**config.mk**
```make
export PLATFORM = sky130hd
export DESIGN_NAME = cursor_linked_list_top
export DESIGN_NICKNAME = d
export VERILOG_FILES = /design/src/design/cll_pkg.sv /design/src/design/cursor_linked_list_top.sv /design/src/design/cll_ram.sv /design/src/design/cll_ctrl.sv /design/src/design/cll_datapath.sv
export SDC_FILE = /design/constraint.sdc
export NUM_CORES = 1
export LEC_CHECK = 0
export BUFFER_PORTS_ARGS = -buffer_cell sky130_fd_sc_hd__buf_2
export CORE_MARGIN = 10
export CORE_UTILIZATION = 55
export CTS_CLUSTER_DIAMETER = 200
export CTS_CLUSTER_SIZE = 30
export DETAILED_ROUTE_END_ITERATION = 8
export PLACE_DENSITY_LB_ADDON = 0.08
export SKIP_LAST_GASP = 1
export SLEW_MARGIN = 20
export SYNTH_ARGS = -nofsm -noshare
export SYNTH_HDL_FRONTEND = slang
export SYNTH_HIERARCHICAL = 1
export SYNTH_SLANG_ARGS = --single-unit
```
**constraint.sdc**
```tcl
create_clock -name clk_i -period 11.7 [get_ports clk_i]
set_input_delay 0.585 -clock clk_i [delete_from_list [all_inputs] [get_ports clk_i]]
set_output_delay 0.585 -clock clk_i [all_outputs]
set_load 0.005 [all_outputs]
```
**src/design/cll_pkg.sv**
```systemverilog
// shared types and constants of the cursor linked list
package cll_pkg;

  localparam int unsigned CAPACITY      = 16;
  localparam int unsigned VALUE_BITS    = 32;
  localparam int unsigned SLOT_BITS     = $clog2(CAPACITY);
  localparam int unsigned PTR_BITS      = SLOT_BITS + 1;

  // port field widths
  localparam int unsigned IN_VALUE_BITS  = 32;
  localparam int unsigned OUT_SLOT_BITS  = 4;
  localparam int unsigned OUT_COUNT_BITS = 5;
  localparam int unsigned OUT_DATA_BITS  = 16;

  localparam logic [PTR_BITS-1:0] NO_SLOT = PTR_BITS'(CAPACITY);

  localparam logic KIND_APPEND = 1'b0;
  localparam logic KIND_DELETE = 1'b1;

  typedef enum logic [1:0] {
    ST_DONE = 2'd0,
    ST_FULL = 2'd1,
    ST_MISS = 2'd2
  } status_e;

  // commands from the controller to the datapath
  typedef struct packed {
    logic accept;
    logic rd_free;
    logic rd_head;
    logic del_step;
    logic app_store;
    logic app_link;
    logic del_unlink;
    logic del_free;
    logic set_full;
    logic set_miss;
    logic load_out;
  } ctrl_cmd_t;

  // status from the datapath to the controller
  typedef struct packed {
    logic free_empty;
    logic head_none;
    logic match;
    logic next_none;
    logic out_free;
  } dp_status_t;

  typedef struct packed {
    logic                      store_full;
    logic [OUT_COUNT_BITS-1:0] live_count;
    logic [OUT_SLOT_BITS-1:0]  slot;
    status_e                   status;
  } out_item_t;

endpackage

```
**src/design/cursor_linked_list_top.sv**
```systemverilog
// Cursor linked list: a singly linked list of values kept in a slot array
// with a chain of free slots.
// Input stream: s_axis_tuser_i carries the kind (0 append at tail, 1 delete
// first match), s_axis_tdata_i the value. Every input transfer produces one
// result transfer on the m_axis side: status, slot, live count, store full.
// Items are handled one at a time. An append passes through S_APP_RD,
// S_APP_LINK and S_FINISH; a delete walks the list (1 to CAPACITY slots) in
// S_DEL_RD, then goes through S_DEL_FREE if it finds its value, and on to
// S_FINISH. The walk compares one slot per cycle through the registered read
// port of the value and link memories. An append to a full store or a delete
// on an empty list goes from its transfer straight to S_FINISH.
// The next input transfer is taken in the cycle after a result is loaded into
// the output register; a waiting result does not block the next item, only
// its own result waits until the previous one is taken.
// Reset empties the list and chains all slots free, with no clearing pass:
// unwritten links read as their reset value through per-slot valid bits.
// A stalled receiver holds the result stable in the output register.
module cursor_linked_list_top (
  input  logic        clk_i,
  input  logic        rst_ni,
  input  logic        s_axis_tvalid_i,
  output logic        s_axis_tready_o,
  input  logic [31:0] s_axis_tdata_i,   // value[31:0]
  input  logic [0:0]  s_axis_tuser_i,   // kind[0]
  output logic        m_axis_tvalid_o,
  input  logic        m_axis_tready_i,
  output logic [15:0] m_axis_tdata_o    // status[1:0] slot[5:2] live_count[10:6]
                                        // store_full[11] zero[15:12]
);
  import cll_pkg::*;

  ctrl_cmd_t  cmd;
  dp_status_t stat;
  out_item_t  out_item;

  cll_ctrl u_ctrl (
    .clk_i      (clk_i),
    .rst_ni     (rst_ni),
    .in_valid_i (s_axis_tvalid_i),
    .in_kind_i  (s_axis_tuser_i[0]),
    .in_ready_o (s_axis_tready_o),
    .stat_i     (stat),
    .cmd_o      (cmd)
  );

  cll_datapath u_datapath (
    .clk_i       (clk_i),
    .rst_ni      (rst_ni),
    .cmd_i       (cmd),
    .stat_o      (stat),
    .in_value_i  (s_axis_tdata_i),
    .out_valid_o (m_axis_tvalid_o),
    .out_ready_i (m_axis_tready_i),
    .out_item_o  (out_item)
  );

  assign m_axis_tdata_o = OUT_DATA_BITS'(out_item);

`ifndef SYNTHESIS
  // a failed operation reports slot zero
  assert property (@(posedge clk_i) disable iff (!rst_ni)
    (m_axis_tvalid_o && (m_axis_tdata_o[1:0] != ST_DONE)) |-> (m_axis_tdata_o[5:2] == '0))
    else $error("nonzero slot on failed operation");

  // the free chain is empty exactly when every slot is on the list
  assert property (@(posedge clk_i) disable iff (!rst_ni)
    m_axis_tvalid_o |->
      (m_axis_tdata_o[11] == (m_axis_tdata_o[10:6] == OUT_COUNT_BITS'(CAPACITY))))
    else $error("store full flag disagrees with live count");

  // one item at a time: an accepted item closes the input until it is done
  assert property (@(posedge clk_i) disable iff (!rst_ni)
    (s_axis_tvalid_i && s_axis_tready_o) |=> !s_axis_tready_o)
    else $error("input accepted while an item is in progress");

  // live count never exceeds the slot count
  assert property (@(posedge clk_i) disable iff (!rst_ni)
    m_axis_tvalid_o |-> (m_axis_tdata_o[10:6] <= OUT_COUNT_BITS'(CAPACITY)))
    else $error("live count beyond capacity");
`endif

endmodule

```
**src/design/cll_ram.sv**
```systemverilog
// generic single write port ram with registered read
module cll_ram #(
  parameter int unsigned WIDTH = 8,
  parameter int unsigned DEPTH = 16,
  localparam int unsigned ADDR_BITS = $clog2(DEPTH)
) (
  input  logic                 clk_i,
  input  logic                 we_i,
  input  logic [ADDR_BITS-1:0] waddr_i,
  input  logic [WIDTH-1:0]     wdata_i,
  input  logic [ADDR_BITS-1:0] raddr_i,
  output logic [WIDTH-1:0]     rdata_o
);

  logic [WIDTH-1:0] mem_q [DEPTH];
  logic [WIDTH-1:0] rdata_q;

  always_ff @(posedge clk_i) begin
    if (we_i) begin
      mem_q[waddr_i] <= wdata_i;
    end
    rdata_q <= mem_q[raddr_i];
  end

  assign rdata_o = rdata_q;

endmodule

```
**src/design/cll_ctrl.sv**
```systemverilog
// sequencing state machine of the cursor linked list
module cll_ctrl (
  input  logic                clk_i,
  input  logic                rst_ni,
  input  logic                in_valid_i,
  input  logic                in_kind_i,
  output logic                in_ready_o,
  input  cll_pkg::dp_status_t stat_i,
  output cll_pkg::ctrl_cmd_t  cmd_o
);
  import cll_pkg::*;

  typedef enum logic [5:0] {
    S_IDLE     = 6'b000001,
    S_APP_RD   = 6'b000010,
    S_APP_LINK = 6'b000100,
    S_DEL_RD   = 6'b001000,
    S_DEL_FREE = 6'b010000,
    S_FINISH   = 6'b100000
  } state_e;

  state_e state_q, state_d;

  assign in_ready_o = (state_q == S_IDLE);

  always_comb begin
    state_d = state_q;
    cmd_o   = '0;
    unique case (state_q)
      S_IDLE: begin
        if (in_valid_i) begin
          cmd_o.accept = 1'b1;
          if (in_kind_i == KIND_APPEND) begin
            if (stat_i.free_empty) begin
              cmd_o.set_full = 1'b1;
              state_d        = S_FINISH;
            end else begin
              cmd_o.rd_free = 1'b1;
              state_d       = S_APP_RD;
            end
          end else begin
            if (stat_i.head_none) begin
              cmd_o.set_miss = 1'b1;
              state_d        = S_FINISH;
            end else begin
              cmd_o.rd_head = 1'b1;
              state_d       = S_DEL_RD;
            end
          end
        end
      end
      S_APP_RD: begin
        cmd_o.app_store = 1'b1;
        state_d         = S_APP_LINK;
      end
      S_APP_LINK: begin
        cmd_o.app_link = 1'b1;
        state_d        = S_FINISH;
      end
      S_DEL_RD: begin
        // one list slot compared per cycle
        if (stat_i.match) begin
          cmd_o.del_unlink = 1'b1;
          state_d          = S_DEL_FREE;
        end else if (stat_i.next_none) begin
          cmd_o.set_miss = 1'b1;
          state_d        = S_FINISH;
        end else begin
          cmd_o.del_step = 1'b1;
        end
      end
      S_DEL_FREE: begin
        cmd_o.del_free = 1'b1;
        state_d        = S_FINISH;
      end
      S_FINISH: begin
        if (stat_i.out_free) begin
          cmd_o.load_out = 1'b1;
          state_d        = S_IDLE;
        end
      end
      default: state_d = S_IDLE;
    endcase
  end

  always_ff @(posedge clk_i or negedge rst_ni) begin
    if (!rst_ni) begin
      state_q <= S_IDLE;
    end else begin
      state_q <= state_d;
    end
  end

endmodule

```
**src/design/cll_datapath.sv**
```systemverilog
// pointers, slot memories and result register of the cursor linked list
module cll_datapath (
  input  logic                                  clk_i,
  input  logic                                  rst_ni,
  input  cll_pkg::ctrl_cmd_t                    cmd_i,
  output cll_pkg::dp_status_t                   stat_o,
  input  logic [cll_pkg::IN_VALUE_BITS-1:0]     in_value_i,
  output logic                                  out_valid_o,
  input  logic                                  out_ready_i,
  output cll_pkg::out_item_t                    out_item_o
);
  import cll_pkg::*;

  logic [PTR_BITS-1:0]   free_head_q, free_head_d;
  logic [PTR_BITS-1:0]   head_q, head_d;
  logic [PTR_BITS-1:0]   tail_q, tail_d;
  logic [PTR_BITS-1:0]   cur_q, cur_d;
  logic [PTR_BITS-1:0]   prev_q, prev_d;
  logic [PTR_BITS-1:0]   count_q, count_d;
  logic [VALUE_BITS-1:0] val_q;
  status_e               res_status_q, res_status_d;
  logic [CAPACITY-1:0]   link_vld_q, link_vld_d;
  logic [SLOT_BITS-1:0]  rd_addr_q;
  logic                  rd_vld_q;
  out_item_t             out_q;
  logic                  out_valid_q, out_valid_d;

  logic [SLOT_BITS-1:0]  raddr;
  logic                  link_we;
  logic [SLOT_BITS-1:0]  link_waddr;
  logic [PTR_BITS-1:0]   link_wdata;
  logic [PTR_BITS-1:0]   link_rdata;
  logic [PTR_BITS-1:0]   link_eff;
  logic [VALUE_BITS-1:0] value_rdata;

  // a link never written still holds its reset value, the next slot
  assign link_eff = rd_vld_q ? link_rdata
                             : (PTR_BITS'(rd_addr_q) + PTR_BITS'(1));

  assign stat_o.free_empty = (free_head_q == NO_SLOT);
  assign stat_o.head_none  = (head_q == NO_SLOT);
  assign stat_o.match      = (value_rdata == val_q);
  assign stat_o.next_none  = (link_eff == NO_SLOT);
  assign stat_o.out_free   = !out_valid_q || out_ready_i;

  always_comb begin
    raddr = cur_q[SLOT_BITS-1:0];
    if (cmd_i.rd_free) begin
      raddr = free_head_q[SLOT_BITS-1:0];
    end else if (cmd_i.rd_head) begin
      raddr = head_q[SLOT_BITS-1:0];
    end else if (cmd_i.del_step) begin
      raddr = link_eff[SLOT_BITS-1:0];
    end
  end

  always_comb begin
    free_head_d  = free_head_q;
    head_d       = head_q;
    tail_d       = tail_q;
    cur_d        = cur_q;
    prev_d       = prev_q;
    count_d      = count_q;
    res_status_d = res_status_q;
    link_we      = 1'b0;
    link_waddr   = cur_q[SLOT_BITS-1:0];
    link_wdata   = NO_SLOT;
    out_valid_d  = out_valid_q && !out_ready_i;

    if (cmd_i.rd_free) begin
      cur_d = free_head_q;
    end
    if (cmd_i.rd_head) begin
      cur_d  = head_q;
      prev_d = NO_SLOT;
    end
    if (cmd_i.del_step) begin
      prev_d = cur_q;
      cur_d  = link_eff;
    end
    if (cmd_i.app_store) begin
      free_head_d = link_eff;
      link_we     = 1'b1;
      link_waddr  = cur_q[SLOT_BITS-1:0];
      link_wdata  = NO_SLOT;
    end
    if (cmd_i.app_link) begin
      if (tail_q != NO_SLOT) begin
        link_we    = 1'b1;
        link_waddr = tail_q[SLOT_BITS-1:0];
        link_wdata = cur_q;
      end else begin
        head_d = cur_q;
      end
      tail_d       = cur_q;
      count_d      = count_q + PTR_BITS'(1);
      res_status_d = ST_DONE;
    end
    if (cmd_i.del_unlink) begin
      if (prev_q != NO_SLOT) begin
        link_we    = 1'b1;
        link_waddr = prev_q[SLOT_BITS-1:0];
        link_wdata = link_eff;
      end else begin
        head_d = link_eff;
      end
      if (tail_q == cur_q) begin
        tail_d = prev_q;
      end
    end
    if (cmd_i.del_free) begin
      link_we      = 1'b1;
      link_waddr   = cur_q[SLOT_BITS-1:0];
      link_wdata   = free_head_q;
      free_head_d  = cur_q;
      count_d      = count_q - PTR_BITS'(1);
      res_status_d = ST_DONE;
    end
    if (cmd_i.set_full) begin
      res_status_d = ST_FULL;
    end
    if (cmd_i.set_miss) begin
      res_status_d = ST_MISS;
    end
    if (cmd_i.load_out) begin
      out_valid_d = 1'b1;
    end

    link_vld_d = link_vld_q;
    if (link_we) begin
      link_vld_d[link_waddr] = 1'b1;
    end
  end

  always_ff @(posedge clk_i or negedge rst_ni) begin
    if (!rst_ni) begin
      free_head_q  <= '0;
      head_q       <= NO_SLOT;
      tail_q       <= NO_SLOT;
      cur_q        <= NO_SLOT;
      prev_q       <= NO_SLOT;
      count_q      <= '0;
      res_status_q <= ST_DONE;
      link_vld_q   <= '0;
      rd_vld_q     <= 1'b0;
      out_valid_q  <= 1'b0;
    end else begin
      free_head_q  <= free_head_d;
      head_q       <= head_d;
      tail_q       <= tail_d;
      cur_q        <= cur_d;
      prev_q       <= prev_d;
      count_q      <= count_d;
      res_status_q <= res_status_d;
      link_vld_q   <= link_vld_d;
      rd_vld_q     <= link_vld_q[raddr];
      out_valid_q  <= out_valid_d;
    end
  end

  always_ff @(posedge clk_i) begin
    rd_addr_q <= raddr;
    if (cmd_i.accept) begin
      val_q <= in_value_i[VALUE_BITS-1:0];
    end
    if (cmd_i.load_out) begin
      out_q.status     <= res_status_q;
      out_q.slot       <= (res_status_q == ST_DONE) ? OUT_SLOT_BITS'(cur_q) : '0;
      out_q.live_count <= OUT_COUNT_BITS'(count_q);
      out_q.store_full <= (free_head_q == NO_SLOT);
    end
  end

  assign out_valid_o = out_valid_q;
  assign out_item_o  = out_q;

  cll_ram #(
    .WIDTH (PTR_BITS),
    .DEPTH (CAPACITY)
  ) u_link_ram (
    .clk_i   (clk_i),
    .we_i    (link_we),
    .waddr_i (link_waddr),
    .wdata_i (link_wdata),
    .raddr_i (raddr),
    .rdata_o (link_rdata)
  );

  cll_ram #(
    .WIDTH (VALUE_BITS),
    .DEPTH (CAPACITY)
  ) u_value_ram (
    .clk_i   (clk_i),
    .we_i    (cmd_i.app_store),
    .waddr_i (cur_q[SLOT_BITS-1:0]),
    .wdata_i (val_q),
    .raddr_i (raddr),
    .rdata_o (value_rdata)
  );

endmodule
```
==> out/qor.csv <==
metric,value,unit
drc_errors,0,
synthFlopType,edfxtp_1,
r2r_start,u_datapath/val_q[5]$_DFFE_PP_,
total_power,6.89,mW
final_antenna_net_count,0,
slew_viol_final,0,
chipHeight,247,microns
finalClockSkew,0.0215,ns
wire_per_inst,27.3,microns
synth-seq-cells,733,
leakagePower,9.84,nW
seqPwrFrac,49.9,%
drt_iter0_drc,1287,
outcome,completed,
period_share,50.0,%
finalNetCount,1554,
critical_path_buf_inv_count,3,
final_cell_area,30200,sq um
maxCapViolCount,0,
hold_violations,0,
grt.overflow.total,0,
antenna_found_initial,0,
track_usage,20.0,%
cts.sinks,733,
die_area,60800,sq um
io_buffer_count,50,
dieWidth,247,microns
worstMarginPinSlew,1.00,ns
crit_path_top_delay_cell,buf_4,
numCtsBuffers,28,
fmax,0.171,GHz
synthCells,1463,
p_switching,2.23,mW
yosysSeqAreaShare,75.6,%
rsz0062_at_grt,false,
placed_cell_area,29400,sq um
pin_count,55,
synth-warning-count,6,
p_int,4.66,mW
endpoint_kind,flop,
pwr-share-comb,32.3,%
ir_drop,0.268,mV
htree_levels,1,
post_synth_num_cell_types,66,
r2r_cells,15,
tns,0,ns
cts_tree,done,
cpPeakStageDelay,0.88,ns
dp_hpwl,32700,microns
cts_max_path_buffers,3,
place_congestion,0.809,
p_clk_share,17.8,%
finalWirelength,60300,microns
clkLatencyLatePin,0.61,ns
post_cts_buffers,0,
root_buffer,clkbuf_16,
finalNonFillerCells,2204,
cp_max_fo,60,
cp_top_family,buffers and inverters,
max-slew-margin-rel,33.4,%
first_pass_iters,6,
vias_per_cell,6.18,
final_common_cell,edfxtp_1,
fill_cells,3736,
regToRegSetupSlack,5.85,ns
worstPathArrival,6.36,ns
dp_cells,2154,
cp_cell_sequence,xor2_1 -> nor4_1 -> nand4_1 -> nor2_1 -> or3_1 -> nor3_2 -> buf_4 -> nor2_1 -> a311o_1 -> a21bo_1 -> inv_8 -> buf_4 -> mux4_2 -> a22oi_1 -> nand2_1,
n_antenna_cell,0,
worst_slack,5.85,ns
area_growth_syn_to_layout,7.15,%
hold_class,input port to asynchronous set/reset pin,
synth_area,28200,sq um
core_area,50500,sq um
hold_slack,0.108,ns
synth.avg_cell_area,19.3,sq um
vias,13616,
synth_edf_count,636,
power_density,228,nW/um^2
min_period,5.85,ns
switching_share,32.4,%
critical_path_class,flop to flop,
grt_start_max_net_pins,158,
ctsResizeCount,0,
place_ws,5.74,ns
grt_pass1_vias,13955,
critPathLaunchType,flop,
async_flop_share,7.64,%
setup_viol,0,
timing.rr.end,u_datapath/u_value_ram/rdata_o[23]$_DFF_P_,
grt_pass1_wl,90100,microns
initial_utilization,55.9,%
drive_above_1_share,20.3,%
layout_common_cells,"edfxtp_1, mux4_2, nand2_1",
clk_pin_slew,0.11,ns
cp.required,12.21,ns
rows,82,
fin_util,59.9,%
postCtsHoldBufs,0,
-- worst max-delay path by stage --
stage	slack [ns]	end	from	depth (start not counted)
after floorplan	7.11	u_datapath/u_value_ram/mem_q[0][0]$_DFFE_PP_	u_ctrl/state_q[2]$_DFFE_PN0P_	4
after global placement	5.33	u_datapath/u_value_ram/rdata_o[22]$_DFF_P_	u_datapath/val_q[11]$_DFFE_PP_	14
after detailed placement	5.74	u_datapath/u_value_ram/rdata_o[22]$_DFF_P_	u_datapath/val_q[5]$_DFFE_PP_	15
after CTS	5.71	u_datapath/u_value_ram/rdata_o[22]$_DFF_P_	u_datapath/val_q[5]$_DFFE_PP_	15
after global routing	5.38	u_datapath/u_value_ram/rdata_o[31]$_DFF_P_	u_datapath/val_q[5]$_DFFE_PP_	15
final	5.85	u_datapath/u_value_ram/rdata_o[23]$_DFF_P_	u_datapath/val_q[5]$_DFFE_PP_	15
-- registers in the layout, indices dropped and copies added, names as in the netlist --
signal and cells:
u_ctrl/state_q 6, u_datapath/count_q 5, u_datapath/cur_q 5, u_datapath/free_head_q 5, u_datapath/head_q 5, u_datapath/link_vld_q 16
u_datapath/out_item_o 12, u_datapath/out_valid_o 1, u_datapath/prev_q 5, u_datapath/rd_addr_q 4, u_datapath/rd_vld_q 1, u_datapath/res_status_q 2
u_datapath/tail_q 5, u_datapath/u_link_ram/mem_q 80, u_datapath/u_link_ram/rdata_o 5, u_datapath/u_value_ram/mem_q 512, u_datapath/u_value_ram/rdata_o 32, u_datapath/val_q 32
-- layout make-up --
cell class              instances  area [sq um]  share of cell area (%)
clock buffers                  49           801                    2.65
clock inverters                 1          20.0                  0.0662
inverters                      16          67.6                   0.223
multi-input cells             648          6660                    22.0
flip-flops and latches        733         21300                    70.5
well taps                     672           841                    2.78
repair buffers                 85           526                    1.74
-- synthesized netlist by cell type, types with 7 or more instances --
cell      instances  area share (%)
nand2b_1         15            0.33
nand2_1          87             1.2
nand3_1          17            0.30
mux2i_1          20            0.71
dfrtp_1          51             4.5
mux4_2          148              12
nor2_1           46            0.61
buf_1            11            0.15
o21ai_0          33            0.59
clkbuf_1         31            0.41
buf_2             9            0.16
xor2_1           39             1.2
a22oi_1          73             1.9
a21oi_1          22            0.39
and2_1            7            0.16
inv_1            15            0.20
nor2b_1          10            0.22
nor4_1           15            0.33
nor3_1           15            0.27
o21bai_1         16            0.43
buf_4            15            0.40
edfxtp_1        636              68
dfxtp_1          41             2.9
-- cell families after synthesis --
kind of cell,share of synthesized area [%]
other cells,0.0133
compound gates,4.37
fa+ha+maj,0.248
buf+inv,1.45
xor+xnor,1.37
simple gates,4.32
mux,12.7
flops,75.6
-- per-layer routing --
metal | up-vias | track usage, % | routed length (microns) | share of wire (%)
met5 | - | 0 | 0 | 0
met4 | 0 | 4.15 | 1260 | 2.1
met3 | 60 | 2.68 | 3440 | 5.7
met2 | 377 | 33.8 | 30600 | 51
met1 | 7224 | 27.5 | 25000 | 41
li1 | 5955 | - | - | -
-- power by group through the flow --
stage	Sequential, mW	Clock (mW)	Combinational, mW
floorplan	3.39	0	1.71
global placement	3.48	0	2.24
detailed placement	3.49	0	2.26
CTS	3.43	1.26	2.27
global route	3.47	1.34	2.43
finish	3.43	1.23	2.23
Power figures use the tool's default switching activity.
